File: config.mk
export PLATFORM = sky130hd
export DESIGN_NAME = diagnostic_event_status_table_flat
export DESIGN_NICKNAME = d
export VERILOG_FILES = /design/src/hdl/dest_pkg.sv /design/src/hdl/dest_req_if.sv /design/src/hdl/dest_rsp_if.sv /design/src/hdl/dest_id_mem.sv /design/src/hdl/dest_ctrl.sv /design/src/hdl/diagnostic_event_status_table.sv /design/src/flat_wrapper.sv
export SDC_FILE = /design/constraint.sdc
export NUM_CORES = 1
export LEC_CHECK = 0
export ABC_AREA = 1
export BUFFER_PORTS_ARGS = -buffer_cell sky130_fd_sc_hd__buf_2
export CAP_MARGIN = 20
export CORE_UTILIZATION = 58
export DETAILED_ROUTE_END_ITERATION = 7
export PLACE_DENSITY = 0.72
export SLEW_MARGIN = 5
export SYNTH_ARGS = -nofsm -noshare
export SYNTH_HDL_FRONTEND = slang
export SYNTH_SLANG_ARGS = --single-unit
File: constraint.sdc
create_clock -name clk -period 5.2 [get_ports clk]
set_input_delay 0 -clock clk [delete_from_list [all_inputs] [get_ports clk]]
set_output_delay 0 -clock clk [all_outputs]
set_load 0.02 [all_outputs]
File: src/hdl/dest_pkg.sv
// ----------------------------------------------------------------------------
// Diagnostic event status table package
// Sizes, operation and outcome codes, and shared types.
// ----------------------------------------------------------------------------
package dest_pkg;

    localparam int ENTRIES   = 16;
    localparam int ID_BITS   = 16;
    localparam int IDX_BITS  = (ENTRIES > 1) ? $clog2(ENTRIES) : 1;
    localparam int CNT_BITS  = $clog2(ENTRIES + 1);
    localparam int MODE_BITS = 2;
    localparam int EVID_BITS = 16;

    localparam logic [MODE_BITS-1:0] MODE_REPORT = 2'd0;
    localparam logic [MODE_BITS-1:0] MODE_CLEAR  = 2'd1;
    localparam logic [MODE_BITS-1:0] MODE_CHECK  = 2'd2;

    typedef enum logic [1:0] {
        OUT_NEW     = 2'd0,
        OUT_FOUND   = 2'd1,
        OUT_FULL    = 2'd2,
        OUT_MISSING = 2'd3
    } outcome_t;

    typedef enum logic [1:0] {
        ST_IDLE,
        ST_SCAN,
        ST_DECIDE
    } state_t;

    typedef struct packed {
        logic                we;
        logic [IDX_BITS-1:0] waddr;
        logic [ID_BITS-1:0]  wdata;
        logic [IDX_BITS-1:0] raddr;
    } mem_req_t;

    typedef struct packed {
        outcome_t outcome;
        logic     active;
    } res_t;

endpackage

File: src/hdl/dest_req_if.sv
// ----------------------------------------------------------------------------
// Request channel
// Valid/ready channel carrying the operation and the event id.
// ----------------------------------------------------------------------------
interface dest_req_if;
    logic                           valid;
    logic                           ready;
    logic [dest_pkg::MODE_BITS-1:0] mode;
    logic [dest_pkg::EVID_BITS-1:0] evt_id;

    modport source (output valid, output mode, output evt_id, input ready);
    modport sink (input valid, input mode, input evt_id, output ready);
endinterface

File: src/hdl/dest_rsp_if.sv
// ----------------------------------------------------------------------------
// Response channel
// Valid/ready channel carrying the outcome code and the active flag.
// ----------------------------------------------------------------------------
interface dest_rsp_if;
    logic               valid;
    logic               ready;
    logic [1:0]         outcome;
    logic               active;

    modport source (output valid, output outcome, output active, input ready);
    modport sink (input valid, input outcome, input active, output ready);
endinterface

File: src/hdl/dest_id_mem.sv
// ----------------------------------------------------------------------------
// Event id store
// One write port, one read port with registered read data.
// ----------------------------------------------------------------------------
module dest_id_mem (
    input  logic                         clk,
    input  dest_pkg::mem_req_t           req,
    output logic [dest_pkg::ID_BITS-1:0] rd_data
);

    logic [dest_pkg::ID_BITS-1:0] mem [dest_pkg::ENTRIES];

    always_ff @(posedge clk)
    begin
        if (req.we)
        begin
            mem[req.waddr] <= req.wdata;
        end
        rd_data <= mem[req.raddr];
    end

endmodule

File: src/hdl/dest_ctrl.sv
// ----------------------------------------------------------------------------
// Table sequencer
// Scans the stored ids one a cycle through a single comparator, then
// updates the flags, appends new ids and forms the outcome.
// ----------------------------------------------------------------------------
module dest_ctrl (
    input  logic                           clk,
    input  logic                           rst_n,
    input  logic                           in_valid,
    input  logic [dest_pkg::MODE_BITS-1:0] in_mode,
    input  logic [dest_pkg::EVID_BITS-1:0] in_evt_id,
    output logic                           in_ready,
    output dest_pkg::mem_req_t             mem,
    input  logic [dest_pkg::ID_BITS-1:0]   rd_data,
    output logic                           res_valid,
    output dest_pkg::res_t                 res,
    input  logic                           res_take
);

    dest_pkg::state_t                 state_reg, state_next;
    logic [dest_pkg::MODE_BITS-1:0]   mode_reg, mode_next;
    logic [dest_pkg::ID_BITS-1:0]     id_reg, id_next;
    logic [dest_pkg::CNT_BITS-1:0]    scan_reg, scan_next;
    logic                             pend_reg, pend_next;
    logic [dest_pkg::IDX_BITS-1:0]    pend_idx_reg, pend_idx_next;
    logic                             hit_reg, hit_next;
    logic [dest_pkg::IDX_BITS-1:0]    hit_idx_reg, hit_idx_next;
    logic [dest_pkg::CNT_BITS-1:0]    count_reg, count_next;
    logic [dest_pkg::ENTRIES-1:0]     flags_reg, flags_next;
    logic [31:0]                      id_wide;
    logic                             match;
    logic                             full;

    assign id_wide = {{(32 - dest_pkg::EVID_BITS){1'b0}}, in_evt_id};
    assign match   = pend_reg && (rd_data == id_reg);
    assign full    = (count_reg == dest_pkg::CNT_BITS'(dest_pkg::ENTRIES));

    always_ff @(posedge clk or negedge rst_n)
    begin
        if (!rst_n)
        begin
            state_reg <= dest_pkg::ST_IDLE;
            pend_reg  <= 1'b0;
            hit_reg   <= 1'b0;
            scan_reg  <= '0;
            count_reg <= '0;
            flags_reg <= '0;
        end
        else
        begin
            state_reg <= state_next;
            pend_reg  <= pend_next;
            hit_reg   <= hit_next;
            scan_reg  <= scan_next;
            count_reg <= count_next;
            flags_reg <= flags_next;
        end
    end

    always_ff @(posedge clk)
    begin
        mode_reg     <= mode_next;
        id_reg       <= id_next;
        pend_idx_reg <= pend_idx_next;
        hit_idx_reg  <= hit_idx_next;
    end

    always_comb
    begin
        state_next    = state_reg;
        mode_next     = mode_reg;
        id_next       = id_reg;
        scan_next     = scan_reg;
        pend_next     = pend_reg;
        pend_idx_next = pend_idx_reg;
        hit_next      = hit_reg;
        hit_idx_next  = hit_idx_reg;
        count_next    = count_reg;
        flags_next    = flags_reg;
        in_ready      = 1'b0;
        res_valid     = 1'b0;
        res.outcome   = dest_pkg::OUT_MISSING;
        res.active    = 1'b0;
        mem.we        = 1'b0;
        mem.waddr     = count_reg[dest_pkg::IDX_BITS-1:0];
        mem.wdata     = id_reg;
        mem.raddr     = scan_reg[dest_pkg::IDX_BITS-1:0];

        case (state_reg)
            dest_pkg::ST_IDLE:
            begin
                in_ready = 1'b1;
                if (in_valid)
                begin
                    mode_next  = in_mode;
                    id_next    = id_wide[dest_pkg::ID_BITS-1:0];
                    scan_next  = '0;
                    pend_next  = 1'b0;
                    hit_next   = 1'b0;
                    state_next = dest_pkg::ST_SCAN;
                end
            end

            dest_pkg::ST_SCAN:
            begin
                if (match)
                begin
                    hit_next     = 1'b1;
                    hit_idx_next = pend_idx_reg;
                    pend_next    = 1'b0;
                    state_next   = dest_pkg::ST_DECIDE;
                end
                else if (scan_reg < count_reg)
                begin
                    pend_next     = 1'b1;
                    pend_idx_next = scan_reg[dest_pkg::IDX_BITS-1:0];
                    scan_next     = scan_reg + 1'b1;
                end
                else if (!pend_reg)
                begin
                    state_next = dest_pkg::ST_DECIDE;
                end
                else
                begin
                    pend_next = 1'b0;
                end
            end

            dest_pkg::ST_DECIDE:
            begin
                res_valid = 1'b1;
                case (mode_reg)
                    dest_pkg::MODE_REPORT:
                    begin
                        if (hit_reg)
                        begin
                            res.outcome = dest_pkg::OUT_FOUND;
                            res.active  = 1'b1;
                        end
                        else if (!full)
                        begin
                            res.outcome = dest_pkg::OUT_NEW;
                            res.active  = 1'b1;
                        end
                        else
                        begin
                            res.outcome = dest_pkg::OUT_FULL;
                        end
                    end
                    dest_pkg::MODE_CLEAR:
                    begin
                        if (hit_reg)
                        begin
                            res.outcome = dest_pkg::OUT_FOUND;
                        end
                    end
                    dest_pkg::MODE_CHECK:
                    begin
                        if (hit_reg)
                        begin
                            res.outcome = dest_pkg::OUT_FOUND;
                            res.active  = flags_reg[hit_idx_reg];
                        end
                    end
                    default:
                    begin
                        res.outcome = dest_pkg::OUT_MISSING;
                    end
                endcase

                if (res_take)
                begin
                    state_next = dest_pkg::ST_IDLE;
                    if (mode_reg == dest_pkg::MODE_REPORT)
                    begin
                        if (hit_reg)
                        begin
                            flags_next[hit_idx_reg] = 1'b1;
                        end
                        else if (!full)
                        begin
                            mem.we = 1'b1;
                            flags_next[count_reg[dest_pkg::IDX_BITS-1:0]] = 1'b1;
                            count_next = count_reg + 1'b1;
                        end
                    end
                    else if ((mode_reg == dest_pkg::MODE_CLEAR) && hit_reg)
                    begin
                        flags_next[hit_idx_reg] = 1'b0;
                    end
                end
            end

            default:
            begin
                state_next = dest_pkg::ST_IDLE;
            end
        endcase
    end

endmodule

File: src/hdl/diagnostic_event_status_table.sv
// ----------------------------------------------------------------------------
// Diagnostic event status table
// Table of event ids with active flags, searched by one shared comparator.
// ----------------------------------------------------------------------------
// One request is handled at a time: req.ready is high only while the block
// is idle. On a miss every stored id is compared; on a hit the scan stops
// at the matching entry. The stored ids sit in a single read port memory
// that is scanned one entry a cycle. The response is held in an output
// register; a stalled response keeps the next result and its table update
// waiting, and no new request is taken meanwhile. After reset the table is
// empty and usable at once.
module diagnostic_event_status_table (
    input  logic        clk,
    input  logic        rst_n,
    dest_req_if.sink    req,
    dest_rsp_if.source  rsp
);

    dest_pkg::mem_req_t           mem_req;
    logic [dest_pkg::ID_BITS-1:0] rd_data;
    logic                         res_valid;
    dest_pkg::res_t               res;
    logic                         res_take;
    logic                         rsp_valid_reg;
    logic [1:0]                   outcome_reg;
    logic                         active_reg;

    assign res_take = !rsp_valid_reg || rsp.ready;

    dest_id_mem u_id_mem (
        .clk     (clk),
        .req     (mem_req),
        .rd_data (rd_data)
    );

    dest_ctrl u_ctrl (
        .clk         (clk),
        .rst_n       (rst_n),
        .in_valid    (req.valid),
        .in_mode     (req.mode),
        .in_evt_id   (req.evt_id),
        .in_ready    (req.ready),
        .mem         (mem_req),
        .rd_data     (rd_data),
        .res_valid   (res_valid),
        .res         (res),
        .res_take    (res_take)
    );

    always_ff @(posedge clk or negedge rst_n)
    begin
        if (!rst_n)
        begin
            rsp_valid_reg <= 1'b0;
        end
        else if (res_valid && res_take)
        begin
            rsp_valid_reg <= 1'b1;
        end
        else if (rsp.ready)
        begin
            rsp_valid_reg <= 1'b0;
        end
    end

    always_ff @(posedge clk)
    begin
        if (res_valid && res_take)
        begin
            outcome_reg <= res.outcome;
            active_reg  <= res.active;
        end
    end

    assign rsp.valid   = rsp_valid_reg;
    assign rsp.outcome = outcome_reg;
    assign rsp.active  = active_reg;

endmodule

File: src/flat_wrapper.sv
// flat-port wrapper written by rule: the top's interface ports become plain ports
module diagnostic_event_status_table_flat 
  (clk, rst_n, req_valid, req_mode, req_evt_id, req_ready, rsp_valid, rsp_outcome, rsp_active, rsp_ready);
  dest_req_if req_i ();
  dest_rsp_if rsp_i ();
  input  logic clk;
  input  logic rst_n;
  input wire logic [$bits(req_i.valid)-1:0] req_valid;
  input wire logic [$bits(req_i.mode)-1:0] req_mode;
  input wire logic [$bits(req_i.evt_id)-1:0] req_evt_id;
  output wire logic [$bits(req_i.ready)-1:0] req_ready;
  output wire logic [$bits(rsp_i.valid)-1:0] rsp_valid;
  output wire logic [$bits(rsp_i.outcome)-1:0] rsp_outcome;
  output wire logic [$bits(rsp_i.active)-1:0] rsp_active;
  input wire logic [$bits(rsp_i.ready)-1:0] rsp_ready;
  assign req_i.valid = req_valid;
  assign req_i.mode = req_mode;
  assign req_i.evt_id = req_evt_id;
  assign req_ready = req_i.ready;
  assign rsp_valid = rsp_i.valid;
  assign rsp_outcome = rsp_i.outcome;
  assign rsp_active = rsp_i.active;
  assign rsp_i.ready = rsp_ready;
  diagnostic_event_status_table u_core (.clk(clk), .rst_n(rst_n), .req(req_i), .rsp(rsp_i));
endmodule
==> results of run 1 <==
[layout make-up]
cell class	instances	area [µm²]
sequential	332	9660
fill	1642	7380
multi-input combinational	685	3480
clock buffer	44	930
timing repair buffer	69	562
tap	313	392
inverter	62	236
clock inverter	18	148
[critical path: stages (launching register included)]
cell	delay [ps]
dfrtp_4	870
clkinv_2	790
buf_4	540
o21ai_0	250
o221ai_1	140
nand4_1	140
nand2_1	70
[per-stage QoR]
stage | cells | instance area [µm²]
after floorplan | 1131 | 13600
after global placement | 1432 | 14000
after detailed placement | 1434 | 14000
after CTS | 1517 | 15300
after global routing | 1523 | 15400
final | 1523 | 15400
[logic make-up (layout without fill, tap and decap cells)]
family	Yosys count	in the layout	synth area share [%]
simple gates	422	422	13.0
flops	332	332	71.2
compound gates	245	245	10.7
buf+inv	114	193	3.60
fa+ha+maj	13	13	1.20
xor+xnor	5	5	0.323
[per-layer routing]
| layer | vias up | part of all wire [%] | wire, µm | GRT usage (%) |
|---|---|---|---|---|
| li1 | 4164 | - | - | - |
| met1 | 4389 | 41 | 13000 | 36.9 |
| met2 | 340 | 49 | 15500 | 44.9 |
| met3 | 72 | 6.7 | 2100 | 4.23 |
| met4 | 0 | 3.3 | 1030 | 10.8 |
| met5 | - | 0 | 0 | 0 |
[worst max-delay path by stage]
| stage | to | slack, ps | start | depth (start not counted) |
|---|---|---|---|---|
| final | u_core.u_id_mem.rd_data[4]$_DFF_P_ | 2270 | u_core.u_ctrl.scan_reg[0]$_DFFE_PN0P_ | 6 |
| after global routing | u_core.u_id_mem.rd_data[11]$_DFF_P_ | 1990 | u_core.u_ctrl.scan_reg[0]$_DFFE_PN0P_ | 6 |
| after CTS | u_core.u_id_mem.rd_data[11]$_DFF_P_ | 2280 | u_core.u_ctrl.scan_reg[0]$_DFFE_PN0P_ | 6 |
| after detailed placement | u_core.u_id_mem.rd_data[4]$_DFF_P_ | 2290 | u_core.u_ctrl.scan_reg[0]$_DFFE_PN0P_ | 6 |
| after global placement | u_core.u_id_mem.mem[4][12]$_DFFE_PP_ | 2400 | u_core.u_ctrl.count_reg[0]$_DFFE_PN0P_ | 7 |
| after floorplan | u_core.u_id_mem.mem[5][0]$_DFFE_PP_ | 2430 | u_core.u_ctrl.mode_reg[0]$_DFFE_PP_ | 8 |
[layout by cell type, fill, tap and decap left out, types with 3 or more instances in the layout]
cell type,instances
nor2_4,4
nor2_2,16
o21ai_1,19
nand2_2,4
nand4_1,16
o21ai_2,3
dfxtp_1,16
o221ai_1,10
nand3_1,45
clkinv_1,3
ha_1,13
inv_1,51
dlygate4sd3_1,21
nor3_2,6
nand2_1,212
buf_2,26
o21ai_0,95
clkbuf_16,35
a221oi_1,19
a21oi_2,8
buf_8,7
edfxtp_1,285
o22ai_1,23
o31ai_1,7
buf_4,14
a21oi_1,52
a31oi_1,3
clkinv_2,10
dfrtp_1,30
xor2_1,5
clkbuf_1,7
inv_2,8
nor2_1,114
[power by group through the flow]
stage / Sequential, mW / Clock [mW] / Combinational (mW)
2_1_floorplan: 3.40 / 0 / 1.36
3_3_place_gp: 3.54 / 0 / 1.73
3_5_place_dp: 3.56 / 0 / 1.79
4_1_cts: 3.50 / 2.35 / 1.82
5_1_grt: 3.54 / 2.46 / 2.05
6_report: 3.51 / 2.33 / 1.84
==> results.yml, run 1 <==
route:
  vias_per_cell: 5.89
  post-route-drc-count: 0
  wl_um: 31600
  drtIter0Drc: 939
  wl_per_cell_um: 20.8
  drt_pass1_iterations: 5
  vias: 8965
  antenna_left: 0
setup_path:
  r2r_slack_ps: 2270
  r2r_end: "u_core.u_id_mem.rd_data[4]$_DFF_P_"
  reg2reg_from: "u_core.u_ctrl.scan_reg[0]$_DFFE_PN0P_"
  path_class: "reg -> reg"
  cp_max_fo: 66
  start_kind: "flip-flop"
  end_kind: "flip-flop"
  arrival_ps: 3350
  crit_required_ps: 5620
  reg2regPathDepth: 6
logic_synthesis:
  synth_edf_count: 285
  synthArstFlopShare_pct: 9.34
  yosys-top-cells-count: "edfxtp_1 (285), nand2_1 (212), nor2_1 (123), o21ai_0 (95), a21oi_1 (52)"
  yosys-top-cells-area: "edfxtp_1 (63%), nand2_1 (5.9%), dfrtp_1 (5.7%)"
  ys_seq_area_share_pct: 71.2
  synthCells: 1131
  synthFlopType: "edfxtp_1"
  synth.top_cell.area_share_pct: 63.1
  ys_types: 42
  ys_ff_latch: 332
  ys_warn_count: 0
  synthesis.area_um2: 13600
  synth.largest_area_cell: "edfxtp_1"
  syn_area_per_cell_um2: 12.0
  synth_nets: 1166
  yosysMostFrequentCell: "edfxtp_1"
floorplan:
  die_y_um: 155
  num_rows: 55
  die-area_um2: 24000
  die_w_um: 155
  io_pins: 27
  core-area_um2: 22800
  start_util_pct: 59.6
layout:
  top_register: "u_core.u_id_mem.mem"
  drive_gt1_share_pct: 13.1
  final_core_util_pct: 67.6
  largest_register_ffs: 256
  syn_to_final_growth_pct: 13.5
  final_nets: 1219
  diodes: 0
global_route:
  antenna_found_initial: 0
  grt_pass1_wl_um: 49100
  grt_usage_pct: 27.3
  grt_max_degree: 70
  grt_pass1_vias: 8768
  grt.overflow.total: 0
hold_path:
  hp-class: "in -> async"
clocking:
  cts_tree: "built"
  cts_root_buffer: "clkbuf_16"
  cts_inserted_buffers: 34
  cts_sinks: 332
  path_clk_slew_ps: 60
  cts_resized: 0
  h-tree-depth: 2
  clock_path_buffers: 3
  cts_setup_buffers: 0
  cts_hold_buf: 21
  clk_latency_ps: 530
timing:
  setup_ws_ps: 2270
  worstMarginPinSlew_ps: 1100
  fin_crit_sh_pct: 56.4
  hold_ws_ps: 97.7
  fin_tns_setup_ps: 0
  fmax_mhz: 341
  hold_viol: 0
  setup_viol: 0
  slew_violations: 0
  fin_crit_ps: 2930
  clock_skew_ps: 25.5
  rsz0062_at_grt: "no"
  slew_headroom_pct: 26.4
power:
  power_mw: 7.68
  p_seq_share_pct: 45.6
  power.internal_mw: 5.09
  power_density_nw_per_um2: 499
  p_comb_share_pct: 24.0
  switching_power_mw: 2.59
  power.clock.fraction_pct: 30.4
  switching_share_pct: 33.7
  p_leak_nw: 5.59
  ir_drop_uv: 337
run:
  drv_cap: 0
placed_design:
  routabilityCongestion: 0.877
  dp_hpwl_um: 18600
  io_buffers: 26
  pre_cts_slack_ps: 2290
status:
  outcome: "complete, no violations"
(Power assumes the default switching activity.)
==> inputs of run 2 (changes only) <==
- clock period: 5.2 -> 2.9 ns (I/O delays scaled with it)
==> run 2 against run 1 <==
Compared with the run above:
- global-route usage fell by 0.19 points
- worst hold slack got worse by 12 ps
- wire length fell by 0.17%
- fmax rose by 26%
- final area rose by 0.89%
- sequential share of layout area fell by 0.56 points
- total power rose by 81%
- via count rose by 1.2%
- worst setup slack got worse by 1700 ps
- clock power rose by 81%
- sequential power rose by 75%
==> results.yml, run 2 (synthesis results as in run 1) <==
timing:
  worstMarginPinSlew_ps: 750
  clock_skew_ps: 29.7
  fin_tns_setup_ps: 0
  rsz0062_at_grt: "no"
  fin_crit_ps: 2330
  hold_viol: 0
  setup_ws_ps: 566
  fin_crit_sh_pct: 80.5
  hold_ws_ps: 85.3
  fmax_mhz: 428
  slew_violations: 0
  slew_headroom_pct: 50.0
  setup_viol: 0
placed_design:
  place_area_um2: 14200
  io_buffers: 26
  pre_cts_slack_ps: 617
  routabilityCongestion: 0.902
  dp_hpwl_um: 18800
  dp.cells: 1460
setup_path:
  crit_chain: "buf_4, nand2_1, buf_4, a21oi_1, a221oi_1, o21ai_0, nand2_1"
  r2r_slack_ps: 570
  cpMaxStageDelayCell: "dfrtp_1"
  cp_max_fo: 16
  path_buf_inv: 2
  end_kind: "flip-flop"
  crit_path_max_incr_delay_ps: 570
  path_class: "reg -> reg"
  crit_required_ps: 3340
  arrival_ps: 2780
  start_kind: "flip-flop"
  critical_path.top_delay_family: "compound AO/OA/AOI/OAI gates"
route:
  drtIter0Drc: 842
  wl_met1_um: 13000
  dr_wl_met2_um: 14800
  wl_per_cell_um: 20.4
  wl_met3_um: 2650
  post-route-drc-count: 0
  vias: 9070
  antenna_left: 0
  vias_per_cell: 5.87
  maxUsedRoutingLayer: "met4"
  wl_um: 31600
  drt_pass1_iterations: 6
floorplan:
  start_util_pct: 59.6
  num_rows: 55
  core-area_um2: 22800
  die_y_um: 155
  die_w_um: 155
  die-area_um2: 24000
  io_pins: 27
clocking:
  clock_path_buffers: 3
  cts_setup_buffers: 0
  h-tree-depth: 2
  cts_inserted_buffers: 35
  cts_sinks: 332
  clk_latency_ps: 520
  cts_root_buffer: "clkbuf_16"
  path_clk_slew_ps: 60
  cts_tree: "built"
power:
  p_leak_nw: 5.69
  power_density_nw_per_um2: 896
  ir_drop_uv: 799
  power_mw: 13.9
run:
  drv_cap: 0
layout:
  drive_gt1_share_pct: 14.1
  top_register: "u_core.u_id_mem.mem"
  layout_common_cells: "edfxtp_1 (285), nand2_1 (212), nor2_1 (114)"
  mostFrequentLayoutCell: "edfxtp_1"
  final_nets: 1240
  final_core_util_pct: 68.2
  largest_register_ffs: 256
  instances_no_fill: 1544
  diodes: 0
  stdcell_area_um2: 15500
  syn_to_final_growth_pct: 14.5
  fill_cells: 1582
global_route:
  antenna_found_initial: 0
  grt_pass1_wl_um: 48400
  grt_max_degree: 119
  grt.overflow.total: 0
  grt_pass1_vias: 8799
  grt_usage_pct: 27.1
status:
  outcome: "complete, no violations"
hold_path:
  hp-class: "in -> async"
run 2: cell count changes in the layout (fill, tap and decap cells not counted), sizes merged:
| cell | before | now |
|---|---|---|
| buf | 48 | 68 |
| bufinv | 1 | 2 |
| clkbuf | 44 | 37 |
| clkinv | 16 | 22 |
| clkinvlp | 2 | 3 |
run 2: layout make-up:
cell class | instances | area (µm²) | area share, %
Clock buffer | 37 | 883 | 5.68
Inverter | 62 | 236 | 1.52
Timing Repair Buffer | 89 | 693 | 4.46
Sequential cell | 332 | 9660 | 62.2
Clock inverter | 26 | 200 | 1.29
Tap cell | 313 | 392 | 2.52
Multi-Input combinational cell | 685 | 3480 | 22.4
run 2: routing by layer:
metal,global-route usage [%],vias up
met4,11.3,0
met5,0,-
li1,-,4203
met2,43.1,410
met3,4.96,84
met1,37.3,4373
run 2: where the power goes:
group,internal (mW),switching [mW]
Clock,2.40,1.81
Combinational,1.10,2.48
Sequential,5.73,0.403
Total,9.24,4.70
run 2: worst paths after layout:
kind | from | to | depth (start not counted)
worst min register to register | u_core.u_ctrl.pend_idx_reg[2]$_DFFE_PP_ | u_core.u_ctrl.hit_idx_reg[2]$_DFFE_PP_ | 0
worst max register to register | u_core.u_ctrl.scan_reg[2]$_DFFE_PN0P_ | u_core.u_id_mem.rd_data[11]$_DFF_P_ | 7
worst min-delay path | rst_n | u_core.u_ctrl.state_reg[0]$_DFFE_PN0P_ | 2
max in group asynchronous | rst_n | u_core.u_ctrl.scan_reg[0]$_DFFE_PN0P_ | 2
min in group clk | req_evt_id[1] | u_core.u_ctrl.id_reg[1]$_DFFE_PP_ | 2
worst max-delay path | u_core.u_ctrl.scan_reg[2]$_DFFE_PN0P_ | u_core.u_id_mem.rd_data[11]$_DFF_P_ | 7
run 2: worst reg2reg max path, stage by stage, from the launching register on:
cell and delay [ps]:
dfrtp_1 570, buf_4 320, nand2_1 340, buf_4 310, a21oi_1 70, a221oi_1 410, o21ai_0 160, nand2_1 90
run 2: repair_timing:
| item | in CTS | in global routing |
|---|---|---|
| endpoints found under the setup margin | 0 | 0 |
| hold buffers | 21 | 0 |
| hold endpoints to repair | 55 | 0 |
| resized for setup | 0 | 0 |
==> inputs of run 3 (changes only) <==
- ABC_AREA: 1 -> 0
- clock period: 2.9 -> 2.23 ns (I/O delays scaled with it)
==> run 3 against run 2 <==
Compared with the run above:
- count of clock-buffer cells in the layout is 13 higher
- sequential share of layout area down 0.72 points
- highest routed layer unchanged
- die area shrank 2.4%
- final cell count fell by 23%
- utilization grew 2.9 points
- synthesized cell count fell by 31%
- worst setup slack worse by 470 ps
- non-clock buffer count increased by 21
- sequential cell count did not move
- fmax is 9.3% higher
==> results.yml, run 3 <==
timing:
  fin_crit_ps: 2130
  fin_tns_setup_ps: 0
  slew_headroom_pct: 51.8
  hold_ws_ps: 110
  clock_skew_ps: 14.2
  fin_crit_sh_pct: 95.7
  slew_violations: 0
  worstMarginPinSlew_ps: 723
  rsz0062_at_grt: "no"
  setup_viol: 0
  fmax_mhz: 468
  hold_viol: 0
setup_path:
  reg2reg_from: "u_core.u_ctrl.mode_reg[0]$_DFFE_PP_"
  arrival_ps: 2340
  reg2regPathDepth: 7
  cp_max_fo: 16
  start_kind: "flip-flop"
  path_class: "reg -> reg"
  end_kind: "flip-flop"
  r2r_end: "u_core.u_id_mem.mem[3][7]$_DFFE_PP_"
  r2r_slack_ps: 100
  crit_required_ps: 2440
placed_design:
  place_area_um2: 14300
  routabilityCongestion: 0.887
  dp_hpwl_um: 17400
  io_buffers: 26
layout:
  drive_gt1_share_pct: 23.8
  diodes: 0
  multi_input_area_um2: 3440
  stdcell_area_um2: 15700
  final_core_util_pct: 71.2
  top_register: "u_core.u_id_mem.mem"
  mostFrequentLayoutCell: "edfxtp_1"
  regArea_um2: 9660
  final_nets: 923
  largest_register_ffs: 256
  syn_to_final_growth_pct: 18.7
  fill_cells: 1336
  layout_common_cells: "edfxtp_1 (285), o21ai_0 (63), mux2i_1 (52)"
logic_synthesis:
  synth.top_cell.area_share_pct: 64.6
  yosys-top-cells-area: "edfxtp_1 (65%), mux4_2 (6.3%), dfrtp_1 (5.9%)"
  ys_ff_latch: 332
  ys_seq_area_share_pct: 72.9
  ys_warn_count: 0
  synthFlopType: "edfxtp_1"
  synthArstFlopShare_pct: 9.34
  syn_area_per_cell_um2: 17.0
  synth.largest_area_cell: "edfxtp_1"
  synthesis.area_um2: 13200
  synth_edf_count: 285
  synth_nets: 812
  yosys-top-cells-count: "edfxtp_1 (285), o21ai_0 (63), mux2i_1 (52), nand2_1 (48), mux4_2 (37)"
  ys_types: 48
  yosysMostFrequentCell: "edfxtp_1"
  synthCells: 777
route:
  drtIter0Drc: 703
  drt_pass1_iterations: 5
  antenna_left: 0
  vias_per_cell: 6.24
  vias: 7457
  wl_per_cell_um: 24.9
  post-route-drc-count: 0
  wl_um: 29800
clocking:
  path_clk_slew_ps: 60
  clk_latency_ps: 520
  cts_root_buffer: "clkbuf_16"
  cts_sinks: 332
  cts_tree: "built"
  h-tree-depth: 2
  cts_inserted_buffers: 35
  clock_path_buffers: 3
global_route:
  grt_pass1_vias: 7671
  grt_max_degree: 37
  grt.overflow.total: 0
  grt_pass1_wl_um: 45000
  antenna_found_initial: 0
  grt_usage_pct: 26.1
power:
  p_leak_nw: 5.47
  ir_drop_uv: 698
  power_density_nw_per_um2: 1100
floorplan:
  core-area_um2: 22100
  io_pins: 27
  die-area_um2: 23400
  die_w_um: 153
  start_util_pct: 59.9
  die_y_um: 153
  num_rows: 54
status:
  outcome: "complete, no violations"
hold_path:
  hp-class: "in -> async"
run:
  drv_cap: 0
[run 3: cell count changes in the layout (fill, tap and decap cells not counted), moves of 17 or more]
cell and delta:
o22ai_1 -22, nand3_1 -43, o21ai_0 -32, nor2_1 -104
mux4_2 +37, inv_1 -40, mux2i_1 +52, nand2_1 -165
xnor2_1 +18, a22oi_1 +19, o21ai_1 -19, a21oi_1 -32
buf_12 +17
[run 3: cells by family after synthesis]
group / share of synthesized area, %
simple gates: 4.22
xor+xnor: 1.46
buf+inv: 1.68
mux: 11.3
flops: 72.9
fa+ha+maj: 1.23
compound gates: 7.17
[run 3: area by class of cell]
class                      count  share of cell area, %
sequential                   332                   61.4
multi-input combinational    397                   21.9
timing repair buffer         110                   6.77
clock buffer                  50                   6.33
tap                          280                   2.23
clock inverter                14                   1.03
inverter                      12                  0.302
[run 3: worst max path at each step]
stage	startpoint	end
floorplan	u_core.u_ctrl.mode_reg[0]$_DFFE_PP_	u_core.u_id_mem.mem[12][0]$_DFFE_PP_
global placement	u_core.u_ctrl.id_reg[4]$_DFFE_PP_	u_core.u_ctrl.hit_idx_reg[1]$_DFFE_PP_
detailed placement	u_core.u_ctrl.id_reg[4]$_DFFE_PP_	u_core.u_ctrl.hit_idx_reg[3]$_DFFE_PP_
CTS	u_core.u_ctrl.hit_idx_reg[0]$_DFFE_PP_	u_core.rsp.active$_SDFFCE_PN0P_
global route	u_core.u_ctrl.count_reg[1]$_DFFE_PN0P_	u_core.u_ctrl.flags_reg[13]$_DFFE_PN0P_
finish	u_core.u_ctrl.mode_reg[0]$_DFFE_PP_	u_core.u_id_mem.mem[3][7]$_DFFE_PP_
[run 3: timing repair]
action                                  in CTS  in global routing
pin swaps                                    2                  1
resized for setup                            3                  0
hold buffers                                21                  0
endpoints found under the setup margin      10                  2
hold endpoints to repair                    56                  0
setup buffers                                0                  1
[run 3: routing by layer]
| metal | vias to the layer above | track usage (%) | wire length, µm |
|---|---|---|---|
| li1 | 3284 | - | - |
| met1 | 3788 | 35.7 | 12100 |
| met2 | 328 | 43.5 | 15000 |
| met3 | 57 | 3.83 | 1910 |
| met4 | 0 | 9.04 | 735 |
| met5 | - | 0 | 0 |
[run 3: critical path, cell delays in order, from the launching register on]
cell and delay (ps):
edfxtp_1 430, inv_1 120, ha_2 190, nand2b_1 110, nor3_4 310, nand2_2 190
nor3_4 260, buf_12 210
[run 3: through the flow]
step | std cells | setup slack (ps) | power [mW]
floorplan | 777 | -178 | 10.3
global placement | 1110 | 0.120 | 11.3
detailed placement | 1110 | -107 | 11.5
CTS | 1194 | 15.8 | 17.3
global route | 1195 | 19.5 | 17.9
finish | 1195 | 95.3 | 17.2
[run 3: report_power, final]
group | switching [mW] | total (mW) | internal (mW)
Sequential | 0.235 | 7.59 | 7.36
Clock | 2.29 | 5.77 | 3.48
Combinational | 2.15 | 3.86 | 1.71
Total | 4.67 | 17.2 | 12.5
